--- src/rtl/core/brof_pkg.sv ---
// Types, codes and helpers shared by the outline filter modules.
`timescale 1ns / 1ps
package brof_pkg;

    localparam int IMG_W_BITS = 11;
    localparam int IMG_H_BITS = 12;
    localparam int CFG_DATA_W = 12;
    localparam int CFG_IDX_W  = 2;

    localparam logic [CFG_IDX_W-1:0] CFG_IMAGE_WIDTH  = 2'd0;
    localparam logic [CFG_IDX_W-1:0] CFG_IMAGE_HEIGHT = 2'd1;

    localparam logic [IMG_W_BITS-1:0] IMAGE_WIDTH_RST  = 11'd640;
    localparam logic [IMG_H_BITS-1:0] IMAGE_HEIGHT_RST = 12'd480;

    typedef logic [23:0] t_rgb;
    typedef logic [1:0]  t_kind;

    localparam t_rgb WHITE_RGB = 24'hFF_FFFF;
    localparam t_rgb BLACK_RGB = 24'h00_0000;

    localparam t_kind KIND_TOP    = 2'd0;
    localparam t_kind KIND_BODY   = 2'd1;
    localparam t_kind KIND_FLUSH  = 2'd2;
    localparam t_kind KIND_BOTTOM = 2'd3;

    typedef struct packed {
        t_kind kind;
        logic  first;
        logic  last;
        logic  up_true;
        logic  img_end;
        t_rgb  pix;
    } t_item;

    function automatic logic rgb_is_zero(input t_rgb px);
        return px == BLACK_RGB;
    endfunction

endpackage

--- src/rtl/core/brof_front.sv ---
// Front end: configuration, position tracking and classification of transactions.
`timescale 1ns / 1ps
module brof_front #(
    parameter int MAX_WIDTH = 1024
) (
    input  logic                                i_clk,
    input  logic                                i_rst_n,
    input  logic                                i_cfg_we,
    input  logic [brof_pkg::CFG_IDX_W-1:0]      i_cfg_index,
    input  logic [brof_pkg::CFG_DATA_W-1:0]     i_cfg_data,
    input  logic                                i_in_valid,
    output logic                                o_in_ready,
    input  logic                                i_mode,
    input  brof_pkg::t_rgb                      i_pix,
    input  logic                                i_full,
    output logic                                o_push,
    output brof_pkg::t_item                     o_item,
    output logic [$clog2(MAX_WIDTH)-1:0]        o_col
);
    localparam int AW = $clog2(MAX_WIDTH);
    localparam int UW = $clog2(MAX_WIDTH + 1);
    localparam int HW = brof_pkg::IMG_H_BITS;

    logic [brof_pkg::IMG_W_BITS-1:0] r_img_w;
    logic [HW-1:0]                   r_img_h;
    logic [AW-1:0]                   r_col;
    logic [HW-1:0]                   r_row;
    logic                            r_fphase;
    logic [AW-1:0]                   r_fcol;

    logic [UW-1:0] used_w;
    logic [HW-1:0] used_h;
    logic [AW-1:0] sel_col;
    logic          is_first;
    logic          is_last;
    logic          rows_done;
    logic          accept;
    logic          keep;

    always_comb begin
        if (r_img_w == '0) begin
            used_w = UW'(1);
        end else if (32'(r_img_w) > 32'(MAX_WIDTH)) begin
            used_w = UW'(MAX_WIDTH);
        end else begin
            used_w = UW'(r_img_w);
        end
    end

    assign used_h    = (r_img_h == '0) ? HW'(1) : r_img_h;
    assign sel_col   = i_mode ? r_fcol : r_col;
    assign is_first  = (sel_col == '0);
    assign is_last   = ((UW'(sel_col) + UW'(1)) == used_w);
    assign rows_done = (r_row >= used_h);

    assign o_in_ready = !i_full;
    assign accept     = i_in_valid && !i_full;
    assign keep       = i_mode ? rows_done : !rows_done;
    assign o_push     = accept && keep;
    assign o_col      = sel_col;

    always_comb begin
        o_item.first   = is_first;
        o_item.last    = is_last;
        o_item.pix     = i_pix;
        o_item.img_end = 1'b0;
        o_item.up_true = 1'b0;
        if (!i_mode) begin
            if (r_row == '0) begin
                o_item.kind = brof_pkg::KIND_TOP;
            end else begin
                o_item.kind    = brof_pkg::KIND_BODY;
                o_item.up_true = (r_row == HW'(1));
            end
        end else if (!r_fphase) begin
            o_item.kind    = brof_pkg::KIND_FLUSH;
            o_item.up_true = (used_h == HW'(1));
        end else begin
            o_item.kind    = brof_pkg::KIND_BOTTOM;
            o_item.img_end = is_last;
        end
    end

    always_ff @(posedge i_clk) begin
        if (!i_rst_n) begin
            r_img_w  <= brof_pkg::IMAGE_WIDTH_RST;
            r_img_h  <= brof_pkg::IMAGE_HEIGHT_RST;
            r_col    <= '0;
            r_row    <= '0;
            r_fphase <= 1'b0;
            r_fcol   <= '0;
        end else if (i_cfg_we) begin
            case (i_cfg_index)
                brof_pkg::CFG_IMAGE_WIDTH: begin
                    r_img_w  <= i_cfg_data[brof_pkg::IMG_W_BITS-1:0];
                    r_col    <= '0;
                    r_row    <= '0;
                    r_fphase <= 1'b0;
                    r_fcol   <= '0;
                end
                brof_pkg::CFG_IMAGE_HEIGHT: begin
                    r_img_h  <= i_cfg_data[HW-1:0];
                    r_col    <= '0;
                    r_row    <= '0;
                    r_fphase <= 1'b0;
                    r_fcol   <= '0;
                end
                default: begin
                end
            endcase
        end else if (o_push) begin
            if (!i_mode) begin
                if (is_last) begin
                    r_col <= '0;
                    r_row <= r_row + HW'(1);
                end else begin
                    r_col <= r_col + AW'(1);
                end
            end else if (!r_fphase) begin
                if (is_last) begin
                    r_fphase <= 1'b1;
                    r_fcol   <= '0;
                end else begin
                    r_fcol <= r_fcol + AW'(1);
                end
            end else if (is_last) begin
                r_col    <= '0;
                r_row    <= '0;
                r_fphase <= 1'b0;
                r_fcol   <= '0;
            end else begin
                r_fcol <= r_fcol + AW'(1);
            end
        end
    end
endmodule

--- config.mk ---
export PLATFORM = sky130hd
export DESIGN_NAME = brof_front
export DESIGN_NICKNAME = d
export VERILOG_FILES = /design/src/rtl/core/brof_pkg.sv /design/src/rtl/core/brof_front.sv
export SDC_FILE = /design/constraint.sdc
export NUM_CORES = 1
export LEC_CHECK = 0
export BUFFER_PORTS_ARGS = -buffer_cell sky130_fd_sc_hd__clkbuf_2
export CAP_MARGIN = 20
export CORE_UTILIZATION = 50
export CTS_CLUSTER_SIZE = 10
export DETAILED_ROUTE_END_ITERATION = 8
export GPL_TIMING_DRIVEN = 0
export PLACE_DENSITY_LB_ADDON = 0.08
export SYNTH_ARGS = -nofsm -noshare
export SYNTH_HDL_FRONTEND = slang
export SYNTH_SLANG_ARGS = --single-unit
--- constraint.sdc ---
create_clock -name i_clk -period 5.5 [get_ports i_clk]
set_input_delay 0.275 -clock i_clk [delete_from_list [all_inputs] [get_ports i_clk]]
set_output_delay 0.275 -clock i_clk [all_outputs]
set_load 0.01 [all_outputs]
==> flow_metrics.tcl <==
set metrics [dict create \
    power_leakage_nw 1.86 \
    final_area_sq_um 4360 \
    hold_class "primary input to flip-flop" \
    drt-initial-drc-count 169 \
    holdBufCountCts 0 \
    wl_microns 9580 \
    yosysMostFrequentCell "nand2_1" \
    final.setup.tns_ps 0 \
    arrival_ps 3720 \
    slew_headroom_pct 55.1 \
    clock-sinks 56 \
    syn_inst 492 \
    core_sq_um 7330 \
    p_total_mw 0.770 \
    yosysTopAreaCell "dfxtp_1" \
    syn_nets 556 \
    synth.area.top_cells "dfxtp_1 (29%), nand2_1 (7.1%), ha_1 (6.5%)" \
    wire_per_inst_microns 14.5 \
    ys_seq_area_share_pct 29.3 \
    n_antenna_cell 0 \
    synth-async-reset-ratio_pct 0 \
    path_class "primary input to output pin" \
    die_h_microns 89.6 \
    cts_resized 0 \
    finalWeightedCongestion 0.859 \
    fmax_mhz 250 \
    post_cts_buffers 0 \
    grt-ovfl-total 0 \
    syn_avg_cell_area_sq_um 7.79 \
    io_pins 86 \
    die_w_microns 89.6 \
    vias_per_cell 5.67 \
    min_period_ps 4000 \
    clk_pin_slew_ps 110 \
    cts-buffers-inserted 5 \
    synth_seq_cells 56 \
    cp.required_ps 5220 \
    area_growth_pct 13.7 \
    hold_viol 0 \
    drive_gt1_share_pct 20.9 \
    rows 31 \
    grt_max_degree 20 \
    syn-cell-area_sq_um 3830 \
    fp.dieArea_sq_um 8020 \
    status "finished, final reports clean" \
    grt_pass1_wl_microns 15300 \
    drcViolationCount 0 \
    vias 3744 \
    cts_buffer_depth 2 \
    setup_viol_count_final 0 \
    maxSlewViolCount 0 \
    rsz0062_at_grt "false" \
    initial_core_util_pct 52.3 \
    ant_nets 0 \
    placed_cell_area_sq_um 4260 \
    clock_latency_ps 320 \
    synth_edf_count 0 \
    antenna_found_initial 0 \
    cts-root-buf "clkbuf_8" \
    end_kind "output pin" \
    finClkSkew_ps 18.1 \
    synth_top_area_share_pct 29.3 \
    power-per-cell-area_nw_per_um2 177 \
    cts_tree "built" \
    h-tree-depth 2 \
    final_nets 624 \
    ys_types 58 \
    period_share_pct 72.7 \
    crit_fanout 10 \
    cap_violations 0 \
    worstMarginPinSlew_ps 668 \
    grt_usage_pct 24.5 \
    dp_hpwl_microns 7540 \
    start_kind "primary input" \
    ir_worst_vdd_mv 0.125 \
    io_buffer_count 61 \
    dr.pass1.iters 5 \
    synth-main-ff-cell "dfxtp_1" \
    grt_pass1_vias 3300 \
    synth_common_cells "nand2_1 (72), dfxtp_1 (56), a21oi_1 (33), inv_1 (31), buf_4 (27)" \
    yosysWarningCount 0 \
]
## registers in the layout, summed over array words and instances (netlist names)
name      cells
r_fcol       10
r_fphase      1
r_row        12
r_img_w      11
r_col        10
r_img_h      12
## worst max-delay path: stages
cell	delay [ps]
clkbuf_2	170
buf_2	270
clkbuf_1	380
nand2_1	100
o21a_1	160
inv_1	80
ha_1	180
inv_1	80
a211oi_2	350
a31oi_1	190
nor4_4	650
nand2_1	260
inv_1	150
ha_1	140
and2_1	140
clkbuf_2	130
## cell families (layout without fill, tap and decap cells)
logic type / Yosys count / after routing / share of synthesized area (%)
compound gates: 113 / 113 / 19.8
xor+xnor: 16 / 16 / 3.66
flops: 56 / 56 / 29.3
mux: 15 / 15 / 4.54
simple gates: 195 / 195 / 25.8
buf+inv: 77 / 146 / 10.4
fa+ha+maj: 20 / 20 / 6.53
## routing by layer
metal / up-vias / global-route usage [%] / share of wire [%]
met1: 1715 / 32.5 / 45
li1: 1866 / - / -
met3: 19 / 4.06 / 5.3
met5: - / 0 / 0
met4: 0 / 7.50 / 1.9
met2: 144 / 40.8 / 48
## through the flow
step	hold WS, ps	util, %	setup slack, ps	instances
floorplan	399	-	2440	492
global placement	457	58.1	1590	652
detailed placement	457	58.1	1560	652
CTS	173	59.4	1520	660
global route	179	59.4	1220	660
finish	182	59.4	1500	660
## cell usage in the layout (no fill, tap or decap), types with 3 or more instances in the layout
cell type	synthesis	routed
nor2b_1	10	10
inv_1	31	31
a21oi_1	33	33
clkbuf_8	0	5
mux2i_2	3	3
nand4b_1	3	3
nand2_1	72	72
nor2_1	23	23
nor3_1	7	7
o31a_1	3	3
mux2i_1	11	11
and3_1	6	6
and2_1	6	6
o211ai_1	6	6
nand3_1	24	24
clkbuf_2	0	61
ha_1	20	20
clkbuf_1	15	15
dfxtp_1	56	56
xnor2_1	14	14
a211oi_1	4	4
nand4_1	12	12
o21ai_0	12	12
nor4_1	5	5
o311ai_0	5	5
a31oi_1	22	22
o22ai_1	3	3
nand2b_1	13	13
buf_4	27	27
o21ba_2	3	3
and4_1	3	3
## worst paths after layout
check	end	start	slack, ps	cells past startpoint
worst max-delay path	o_item[24]	i_mode	1500	16
worst min-delay path	r_img_h[11]$_SDFFE_PN0P_	i_cfg_data[11]	180	3
worst max register to register	r_row[10]$_SDFFE_PN0P_	r_img_h[4]$_SDFFE_PN0P_	1980	12
worst min register to register	r_img_w[3]$_SDFFE_PN0P_	r_img_w[3]$_SDFFE_PN0P_	480	2
## power by group
group          internal, mW  switching [mW]
clock network        0.0931           0.147
registers             0.412         0.00599
logic                0.0480          0.0634
## area by class of cell
type                       count  area [sq um]
inverter                      32           120
clock buffer                   5          68.8
clock inverter                 3          26.3
multi-input combinational    359          2310
sequential                    56          1120
tap                           99           124
fill                         708          2970
buffer                        45           280
timing repair buffer          61           305
Note: power is estimated with default switching activity, not from simulation.
