--- src/rtl/core/brof_fifo.sv ---
// Small register queue between front end and back end.
`timescale 1ns / 1ps
module brof_fifo #(
    parameter int WIDTH = 40,
    parameter int DEPTH = 4
) (
    input  logic             i_clk,
    input  logic             i_rst_n,
    input  logic             i_push,
    input  logic [WIDTH-1:0] i_data,
    output logic             o_full,
    input  logic             i_pop,
    output logic             o_valid,
    output logic [WIDTH-1:0] o_data
);
    localparam int PW = $clog2(DEPTH);
    localparam int CW = $clog2(DEPTH + 1);

    logic [WIDTH-1:0] r_mem [DEPTH];
    logic [PW-1:0]    r_wptr;
    logic [PW-1:0]    r_rptr;
    logic [CW-1:0]    r_count;
    logic             do_push;
    logic             do_pop;

    assign o_full  = (r_count == CW'(DEPTH));
    assign o_valid = (r_count != '0);
    assign o_data  = r_mem[r_rptr];
    assign do_push = i_push && !o_full;
    assign do_pop  = i_pop && o_valid;

    always_ff @(posedge i_clk) begin
        if (do_push) begin
            r_mem[r_wptr] <= i_data;
        end
    end

    always_ff @(posedge i_clk) begin
        if (!i_rst_n) begin
            r_wptr  <= '0;
            r_rptr  <= '0;
            r_count <= '0;
        end else begin
            if (do_push) begin
                r_wptr <= (r_wptr == PW'(DEPTH - 1)) ? '0 : r_wptr + PW'(1);
            end
            if (do_pop) begin
                r_rptr <= (r_rptr == PW'(DEPTH - 1)) ? '0 : r_rptr + PW'(1);
            end
            case ({do_push, do_pop})
                2'b10:   r_count <= r_count + CW'(1);
                2'b01:   r_count <= r_count - CW'(1);
                default: r_count <= r_count;
            endcase
        end
    end
endmodule

--- config.mk ---
export PLATFORM = sky130hd
export DESIGN_NAME = brof_fifo
export DESIGN_NICKNAME = d
export VERILOG_FILES = /design/src/rtl/core/brof_fifo.sv
export SDC_FILE = /design/constraint.sdc
export NUM_CORES = 1
export LEC_CHECK = 0
export BUFFER_PORTS_ARGS = -buffer_cell sky130_fd_sc_hd__clkbuf_2
export CORE_MARGIN = 2
export CORE_UTILIZATION = 30
export CTS_BUF_LIST = sky130_fd_sc_hd__clkbuf_8
export CTS_CLUSTER_DIAMETER = 100
export DETAILED_ROUTE_END_ITERATION = 8
export GPL_ROUTABILITY_DRIVEN = 0
export GPL_TIMING_DRIVEN = 0
export HOLD_SLACK_MARGIN = 0.08
export PLACE_DENSITY = 0.53
export SLEW_MARGIN = 5
export SYNTH_ARGS = -nofsm -noshare
export SYNTH_HDL_FRONTEND = slang
export SYNTH_SLANG_ARGS = --single-unit
--- constraint.sdc ---
create_clock -name i_clk -period 5.1 [get_ports i_clk]
set_input_delay 1.02 -clock i_clk [delete_from_list [all_inputs] [get_ports i_clk]]
set_output_delay 1.02 -clock i_clk [all_outputs]
set_load 0.02 [all_outputs]
==> flow_metrics.env, run 1 <==
export IMPL_syn_to_final_growth_pct=19.6
export IMPL_worstSetupEndpointType="output pin"
export IMPL_grt_max_degree=28
export IMPL_antenna_found_initial=0
export IMPL_cts_hold_buf=0
export IMPL_final_cells=661
export IMPL_fp_row_count=53
export IMPL_yosysSeqAreaShare_pct=79.0
export IMPL_start_util_pct=30.3
export IMPL_grtUsageTotal_pct=11.0
export IMPL_slowest_delay_ps=530
export IMPL_final_util_pct=36.3
export IMPL_finalSetupViolCount=0
export IMPL_fin_crit_sh_pct=55.4
export IMPL_hold_violations=0
export IMPL_pin_count=86
export IMPL_grt_pass1_wl_um=17600
export IMPL_synthCells=265
export IMPL_synth_async_reset_ratio_pct=0
export IMPL_crit_slowest_cell="mux4_2"
export IMPL_cts_root_buf="clkbuf_8"
export IMPL_dieArea_um2=22200
export IMPL_cts_resized_gates=0
export IMPL_crit_chain="buf_6 > buf_12 > mux4_2 > clkbuf_2"
export IMPL_routed_wl_um=11400
export IMPL_synth_cell_types=23
export IMPL_grt_setup_unrepaired="false"
export IMPL_syn_num_nets=316
export IMPL_ys_seq_elements=169
export IMPL_yosys_warnings=0
export IMPL_overflow=0
export IMPL_final_setup_tns_ps=0
export IMPL_powerDensity_nw_per_um2=476
export IMPL_mostFrequentLayoutCells="edfxtp_1 (160), clkbuf_2 (85), mux4_2 (40)"
export IMPL_ir_drop_uv=140
export IMPL_worstMarginPinSlew_ps=854
export IMPL_clockBufferDepth=2
export IMPL_worstPathMaxFanout=10
export IMPL_clkTransAtPathRegs_ps=90
export IMPL_crit_type="register to output pin"
export IMPL_final_common_cell="edfxtp_1"
export IMPL_first_pass_iters=4
export IMPL_slew_limit_headroom_pct=43.1
export IMPL_drive_gt1_share_pct=45.3
export IMPL_layout_setup_ws_ps=2270
export IMPL_p_leak_nw=2.55
export IMPL_cts_tree="yes"
export IMPL_post_cts_buffers=0
export IMPL_post_drt_wl_per_cell_um=17.3
export IMPL_avgSynthCellArea_um2=23.8
export IMPL_first_global_vias=3044
export IMPL_numPlacedInstances=629
export IMPL_arrival_ps=1810
export IMPL_synth_ff_type="edfxtp_1"
export IMPL_ant_nets=0
export IMPL_maxCapViolations=0
export IMPL_diodes=0
export IMPL_synth_edf_count=160
export IMPL_power_total_mw=3.59
export IMPL_die_x_um=149
export IMPL_place_ws_ps=2300
export IMPL_port_buffers=85
export IMPL_fmax_mhz=354
export IMPL_hold_path_class="register to register"
export IMPL_report_final_slew_viol_count=0
export IMPL_insertion_delay_ps=440
export IMPL_hpwl_um=7190
export IMPL_synth_area_um2=6310
export IMPL_viasPerCell=4.35
export IMPL_start_kind="register"
export IMPL_numCtsBuffers=17
export IMPL_outcome="completed"
export IMPL_drt_iter0_markers=139
export IMPL_num_vias=2876
export IMPL_drc=0
export IMPL_cp_required_ps=4080
export IMPL_period_needed_ps=2830
export IMPL_nets=424
export IMPL_cts_sink_count=169
export IMPL_finClkSkew_ps=11.9
export IMPL_core_area_um2=20800
export IMPL_die_h_um=149
export IMPL_cts_max_level=4
synthesized netlist by cell type (2+ instances only):
| cell type | instances | area, µm² |
|---|---|---|
| and2_1 | 6 | 37.5 |
| buf_12 | 4 | 80.1 |
| buf_2 | 5 | 25.0 |
| dfxtp_1 | 9 | 180 |
| edfxtp_1 | 160 | 4800 |
| ha_1 | 6 | 75.1 |
| inv_1 | 7 | 26.3 |
| mux2i_1 | 2 | 20.0 |
| mux4_2 | 40 | 901 |
| nand2_1 | 7 | 26.3 |
| nand3_1 | 2 | 10.0 |
| nor2_1 | 2 | 7.51 |
| o21ai_0 | 4 | 20.0 |
| or3_1 | 2 | 12.5 |
layer usage:
layer / vias to the layer above / part of all wire, % / GRT usage (%)
li1: 1313 / - / -
met1: 1488 / 45 / 13.7
met2: 64 / 49 / 18.1
met3: 11 / 4.9 / 3.64
met4: 0 / 1.3 / 3.86
met5: - / 0 / 0
flip-flops by register name, indices dropped and copies added, names as in the netlist, named ones only:
signal	flops
r_mem	160
r_wptr	2
r_count	3
r_rptr	2
kinds of logic (layout without fill, tap and decap cells):
group | after synthesis | in the layout | share of synthesized area (%)
and+or+nand+nor | 21 | 21 | 1.78
buffers and inverters | 18 | 139 | 2.32
xor gates and xnor gates | 2 | 2 | 0.278
muxes | 42 | 42 | 14.6
AOI/OAI and AO/OA | 6 | 6 | 0.555
DFF | 169 | 169 | 79.0
adders and majority gates | 7 | 7 | 1.51
worst max-delay path: cells and delay by family, from the launching register on:
kind	cells	cell delay, ps
buf+inv	3	480
flops	1	340
mux	1	530
stage by stage:
step,hold slack (ps),area (µm²)
after floorplan,468,6310
after global placement,475,7080
after detailed placement,522,7190
after CTS,533,7550
after global routing,562,7550
final,536,7550
worst paths after layout:
kind | startpoint | to | slack (ps) | depth (start not counted)
setup / recovery | register | o_data[33] | 2270 | 4
hold / removal | r_rptr[0] | r_rptr[0] | 540 | 2
setup reg to reg | r_count[2] | r_count[2] | 2860 | 10
hold reg to reg | r_rptr[0] | r_rptr[0] | 540 | 2
power by group:
part	switching, mW	leakage (nW)	internal (mW)
clock network	0.481	0.180	0.385
logic	0.556	0.824	0.451
registers	0.0416	1.54	1.68
final cells by class:
cell class / count / area (µm²)
clock buffer: 17 / 234
fill: 1955 / 13300
inverter: 7 / 26.3
sequential: 169 / 4980
multi-input combinational: 78 / 1190
timing repair buffer: 89 / 528
buffer: 11 / 120
clock inverter: 15 / 125
tap: 275 / 344
Note: power is estimated with default switching activity, not from simulation.
==> run 2: changes to the inputs <==
--- a/config.mk
+++ b/config.mk
@@ -5,6 +5,7 @@
 export SDC_FILE = /design/constraint.sdc
 export NUM_CORES = 1
 export LEC_CHECK = 0
+export ABC_AREA = 1
 export BUFFER_PORTS_ARGS = -buffer_cell sky130_fd_sc_hd__clkbuf_2
 export CORE_MARGIN = 2
 export CORE_UTILIZATION = 30
@@ -14,7 +15,7 @@
 export GPL_ROUTABILITY_DRIVEN = 0
 export GPL_TIMING_DRIVEN = 0
 export HOLD_SLACK_MARGIN = 0.08
-export PLACE_DENSITY = 0.53
+export PLACE_DENSITY = 0.55
 export SLEW_MARGIN = 5
 export SYNTH_ARGS = -nofsm -noshare
 export SYNTH_HDL_FRONTEND = slang
==> constraint.sdc (replaced) <==
create_clock -name i_clk -period 2.6 [get_ports i_clk]
set_input_delay 0.52 -clock i_clk [delete_from_list [all_inputs] [get_ports i_clk]]
set_output_delay 0.52 -clock i_clk [all_outputs]
set_load 0.02 [all_outputs]
==> run 2 against run 1 <==
Compared with the run above: critical path depth grew 1; flip-flop and latch count unchanged; utilization about the same.
==> flow_metrics.env, run 2 <==
export IMPL_outcome="completed"
export IMPL_numPlacedInstances=826
export IMPL_crit_slowest_cell="dfxtp_1"
export IMPL_first_pass_iters=4
export IMPL_ys_seq_elements=169
export IMPL_layout_setup_ws_ps=276
export IMPL_crit_buf_inv=3
export IMPL_cts_tree="yes"
export IMPL_grt_max_degree=22
export IMPL_die_x_um=152
export IMPL_clockBufferDepth=2
export IMPL_drt_iter0_markers=270
export IMPL_final_area_um2=7830
export IMPL_report_final_slew_viol_count=0
export IMPL_worstPathMaxFanout=10
export IMPL_cp_required_ps=2080
export IMPL_mostFrequentLayoutCells="edfxtp_1 (160), nor2_1 (91), clkbuf_2 (85)"
export IMPL_worstMarginPinSlew_ps=790
export IMPL_slowest_delay_ps=380
export IMPL_antenna_found_initial=0
export IMPL_cts_max_level=4
export IMPL_synth_top_cells_by_area="edfxtp_1 (73%), nor2_1 (5.4%), o22ai_1 (3.8%)"
export IMPL_synth_largest_area_cell="edfxtp_1"
export IMPL_grtUsageTotal_pct=13.0
export IMPL_start_util_pct=30.3
export IMPL_crit_type="register to output pin"
export IMPL_synth_cell_types=22
export IMPL_holdWs_ps=269
export IMPL_postPlaceCellArea_um2=7430
export IMPL_syn_to_final_growth_pct=19.6
export IMPL_nFillCells=2076
export IMPL_worstSetupEndpointType="output pin"
export IMPL_fp_row_count=54
export IMPL_synth_top_cell_area_share_pct=73.4
export IMPL_maxCapViolations=0
export IMPL_p_leak_nw=2.83
export IMPL_core_area_um2=21600
export IMPL_pin_count=86
export IMPL_cts_hold_buf=0
export IMPL_syn_num_nets=508
export IMPL_cts_resized_gates=0
export IMPL_dieArea_um2=23000
export IMPL_synth_edf_count=160
export IMPL_start_kind="register"
export IMPL_arrival_ps=1800
export IMPL_period_needed_ps=2320
export IMPL_fin_crit_sh_pct=89.4
export IMPL_synth_async_reset_ratio_pct=0
export IMPL_finalSetupViolCount=0
export IMPL_die_h_um=152
export IMPL_first_global_vias=4009
export IMPL_post_drt_wl_per_cell_um=17.2
export IMPL_drc=0
export IMPL_ir_drop_uv=361
export IMPL_top_regs="r_mem (160), r_count (3)"
export IMPL_seq_area_um2=4980
export IMPL_clkTransAtPathRegs_ps=100
export IMPL_final_common_cell="edfxtp_1"
export IMPL_nets=616
export IMPL_synth_ff_type="edfxtp_1"
export IMPL_yosys_warnings=0
export IMPL_synth_most_common_cell="edfxtp_1"
export IMPL_ant_nets=0
export IMPL_synthCells=457
export IMPL_synth_area_um2=6540
export IMPL_viasPerCell=4.65
export IMPL_multi_input_area_um2=1240
export IMPL_regMostFlops="r_mem"
export IMPL_hold_violations=0
export IMPL_finClkSkew_ps=17.6
export IMPL_final_cells=858
export IMPL_powerDensity_nw_per_um2=1010
export IMPL_avgSynthCellArea_um2=14.3
export IMPL_fmax_mhz=430
export IMPL_yosysSeqAreaShare_pct=76.2
export IMPL_hpwl_um=9010
export IMPL_post_cts_buffers=0
export IMPL_power_total_mw=7.93
export IMPL_routed_wl_um=14700
export IMPL_port_buffers=85
export IMPL_slew_limit_headroom_pct=47.2
export IMPL_crit_chain="inv_1 > buf_2 > o21ai_1 > o22ai_1 > clkbuf_2"
export IMPL_largest_register_ff_count=160
export IMPL_numCtsBuffers=17
export IMPL_grt_setup_unrepaired="false"
export IMPL_diodes=0
export IMPL_crit_family="buffers and inverters"
export IMPL_hold_path_class="input pin to register"
export IMPL_place_ws_ps=454
export IMPL_drive_gt1_share_pct=26.6
export IMPL_insertion_delay_ps=460
export IMPL_num_vias=3990
export IMPL_cts_sink_count=169
export IMPL_grt_pass1_wl_um=21900
export IMPL_synth_commonest_cells="edfxtp_1 (160), nor2_1 (95), o21ai_0 (42)"
export IMPL_cts_root_buf="clkbuf_8"
export IMPL_overflow=0
[run 2: path summary, 6_finish.rpt]
kind	startpoint	slack (ps)	end	cells after the start
worst max-delay path	register	280	o_data[24]	5
worst min-delay path	i_data[9]	270	r_mem[1][9]	1
worst max register to register	r_count[1]	620	r_mem[3][30]	5
worst min register to register	r_count[0]	560	r_count[0]	2
[run 2: through the flow]
stage | util [%] | TNS, ps
floorplan | - | -25060
global placement | 33.9 | -279560
detailed placement | 34.4 | 0
CTS | 36.2 | 0
global route | 36.2 | 0
finish | 36.2 | 0
[run 2: cell type report]
cell class,instances,share of cell area [%]
buffer,25,3.40
clock buffer,17,2.99
clock inverter,15,2.11
inverter,18,1.02
multi-input combinational,245,15.9
sequential,169,63.7
tap,280,4.47
timing repair buffer,89,6.46
[run 2: per-layer routing]
metal / GRT usage (%) / wire (µm)
met1: 15.9 / 6240
met2: 21.9 / 7280
met3: 4.34 / 992
met4: 4.21 / 210
met5: 0 / 0
[run 2: cell families (layout without fill, tap and decap cells)]
kind of cell	after synthesis	after routing	synth area share [%]
AOI/OAI and AO/OA	125	125	10.4
adders and majority gates	7	7	1.45
buffers and inverters	43	164	5.30
DFF	169	169	76.2
and+or+nand+nor	113	113	6.63
[run 2: power breakdown]
part	internal [mW]	switching [mW]	total (mW)
combinational	0.912	1.81	2.72
sequential	3.27	0.0818	3.35
clock	0.873	0.981	1.85
total	5.05	2.87	7.93
==> run 3: changes to the inputs <==
--- a/config.mk
+++ b/config.mk
@@ -16,6 +16,7 @@
 export GPL_TIMING_DRIVEN = 0
 export HOLD_SLACK_MARGIN = 0.08
 export PLACE_DENSITY = 0.55
+export RECOVER_POWER = 100
 export SLEW_MARGIN = 5
 export SYNTH_ARGS = -nofsm -noshare
 export SYNTH_HDL_FRONTEND = slang
==> run 3 against run 2 <==
Compared with the run above: clock power is essentially flat; flip-flop and latch count unchanged; count of clock-buffer cells in the layout stayed put; final cell count unchanged; power fell by 1.2%; combinational power is 4% lower; worst setup slack got worse by 79 ps; largest power group unchanged.
==> flow_metrics.env, run 3 (synthesis results as in run 2) <==
export IMPL_drt_iter0_markers=233
export IMPL_final_setup_tns_ps=0
export IMPL_cp_required_ps=2080
export IMPL_cts_sink_count=169
export IMPL_fmax_mhz=416
export IMPL_grtUsageTotal_pct=13.0
export IMPL_cts_resized_gates=0
export IMPL_largest_register_ff_count=160
export IMPL_core_area_um2=21600
export IMPL_hold_path_class="input pin to register"
export IMPL_pin_count=86
export IMPL_syn_to_final_growth_pct=18.0
export IMPL_num_vias=3993
export IMPL_routed_wl_um=14800
export IMPL_diodes=0
export IMPL_drc=0
export IMPL_first_pass_iters=4
export IMPL_clockBufferDepth=2
export IMPL_post_drt_wl_per_cell_um=17.2
export IMPL_grt_pass1_wl_um=21900
export IMPL_crit_buf_inv=3
export IMPL_antenna_found_initial=0
export IMPL_slowest_delay_ps=370
export IMPL_finClkSkew_ps=18.0
export IMPL_top_regs="r_mem (160), r_count (3)"
export IMPL_fin_crit_sh_pct=92.4
export IMPL_powerDensity_nw_per_um2=1010
export IMPL_worstMarginPinSlew_ps=790
export IMPL_insertion_delay_ps=460
export IMPL_ir_drop_uv=345
export IMPL_clkTransAtPathRegs_ps=100
export IMPL_hpwl_um=9010
export IMPL_port_buffers=85
export IMPL_crit_type="register to output pin"
export IMPL_die_x_um=152
export IMPL_final_cells=858
export IMPL_worstPathMaxFanout=10
export IMPL_outcome="completed"
export IMPL_die_h_um=152
export IMPL_mostFrequentLayoutCells="edfxtp_1 (160), nor2_1 (91), clkbuf_1 (75)"
export IMPL_period_needed_ps=2400
export IMPL_viasPerCell=4.65
export IMPL_arrival_ps=1880
export IMPL_start_kind="register"
export IMPL_start_util_pct=30.3
export IMPL_ant_nets=0
export IMPL_maxCapViolations=0
export IMPL_p_leak_nw=2.60
export IMPL_fp_row_count=54
export IMPL_crit_slowest_cell="dfxtp_1"
export IMPL_numCtsBuffers=17
export IMPL_crit_family="buffers and inverters"
export IMPL_worstSetupEndpointType="output pin"
export IMPL_cts_root_buf="clkbuf_8"
export IMPL_nets=616
export IMPL_cts_hold_buf=0
export IMPL_hold_violations=0
export IMPL_numPlacedInstances=826
export IMPL_overflow=0
export IMPL_slew_limit_headroom_pct=47.2
export IMPL_cts_tree="yes"
export IMPL_grt_setup_unrepaired="false"
export IMPL_post_cts_buffers=0
export IMPL_cts_max_level=4
export IMPL_dieArea_um2=23000
export IMPL_grt_max_degree=22
export IMPL_first_global_vias=4009
export IMPL_regMostFlops="r_mem"
export IMPL_final_common_cell="edfxtp_1"
export IMPL_drive_gt1_share_pct=13.5
export IMPL_finalSetupViolCount=0
export IMPL_crit_chain="inv_1 > clkbuf_2 > o21ai_1 > o22ai_1 > clkbuf_1"
export IMPL_report_final_slew_viol_count=0
run 3: layout make-up:
cell class                      count  area [µm²]
Sequential cell                   169        4980
Fill cell                        2091       13900
Buffer                             25         267
Timing Repair Buffer               89         399
Tap cell                          280         350
Clock inverter                     15         165
Clock buffer                       17         234
Multi-Input combinational cell    245        1240
Inverter                           18        80.1
run 3: path summary, 6_finish.rpt:
| kind | to | slack, ps | start | cells past startpoint |
|---|---|---|---|---|
| worst min register to register | r_count[0] | 560 | r_count[0] | 2 |
| worst max-delay path | o_data[11] | 200 | register | 5 |
| worst max register to register | r_mem[0][38] | 200 | r_count[1] | 5 |
| worst min-delay path | r_mem[1][9] | 310 | i_data[9] | 1 |
run 3: power by group:
part           switching (mW)  internal (mW)
clock network           0.983          0.873
logic                    1.81          0.814
registers              0.0813           3.27
total                    2.87           4.96
run 3: metal layers:
| layer | track usage [%] | vias to the layer above | part of all wire, % | routed length (µm) |
|---|---|---|---|---|
| met2 | 21.9 | 122 | 50 | 7440 |
| li1 | - | 1895 | - | - |
| met4 | 4.21 | 0 | 1.3 | 198 |
| met1 | 15.9 | 1961 | 41 | 6120 |
| met3 | 4.34 | 15 | 6.8 | 1010 |
| met5 | 0 | - | 0 | 0 |
run 3: per-stage QoR:
| stage | setup WS [ps] | hold WS [ps] | power [mW] | utilization [%] | area [µm²] |
|---|---|---|---|---|---|
| floorplan | -157 | 483 | 5.18 | - | 6540 |
| global placement | -1780 | 509 | 6.10 | 33.9 | 7320 |
| detailed placement | 454 | 547 | 6.19 | 34.4 | 7430 |
| CTS | 191 | 239 | 8.04 | 36.2 | 7830 |
| global route | 48.0 | 289 | 8.26 | 35.7 | 7720 |
| finish | 198 | 308 | 7.83 | 35.7 | 7720 |
run 3: worst reg2reg max path, stage by stage (launching register included):
cell      delay (ps)
dfxtp_1          360
nor2_1            70
nand2_1           70
nand2_1          320
nor2_4           690
clkbuf_4         530
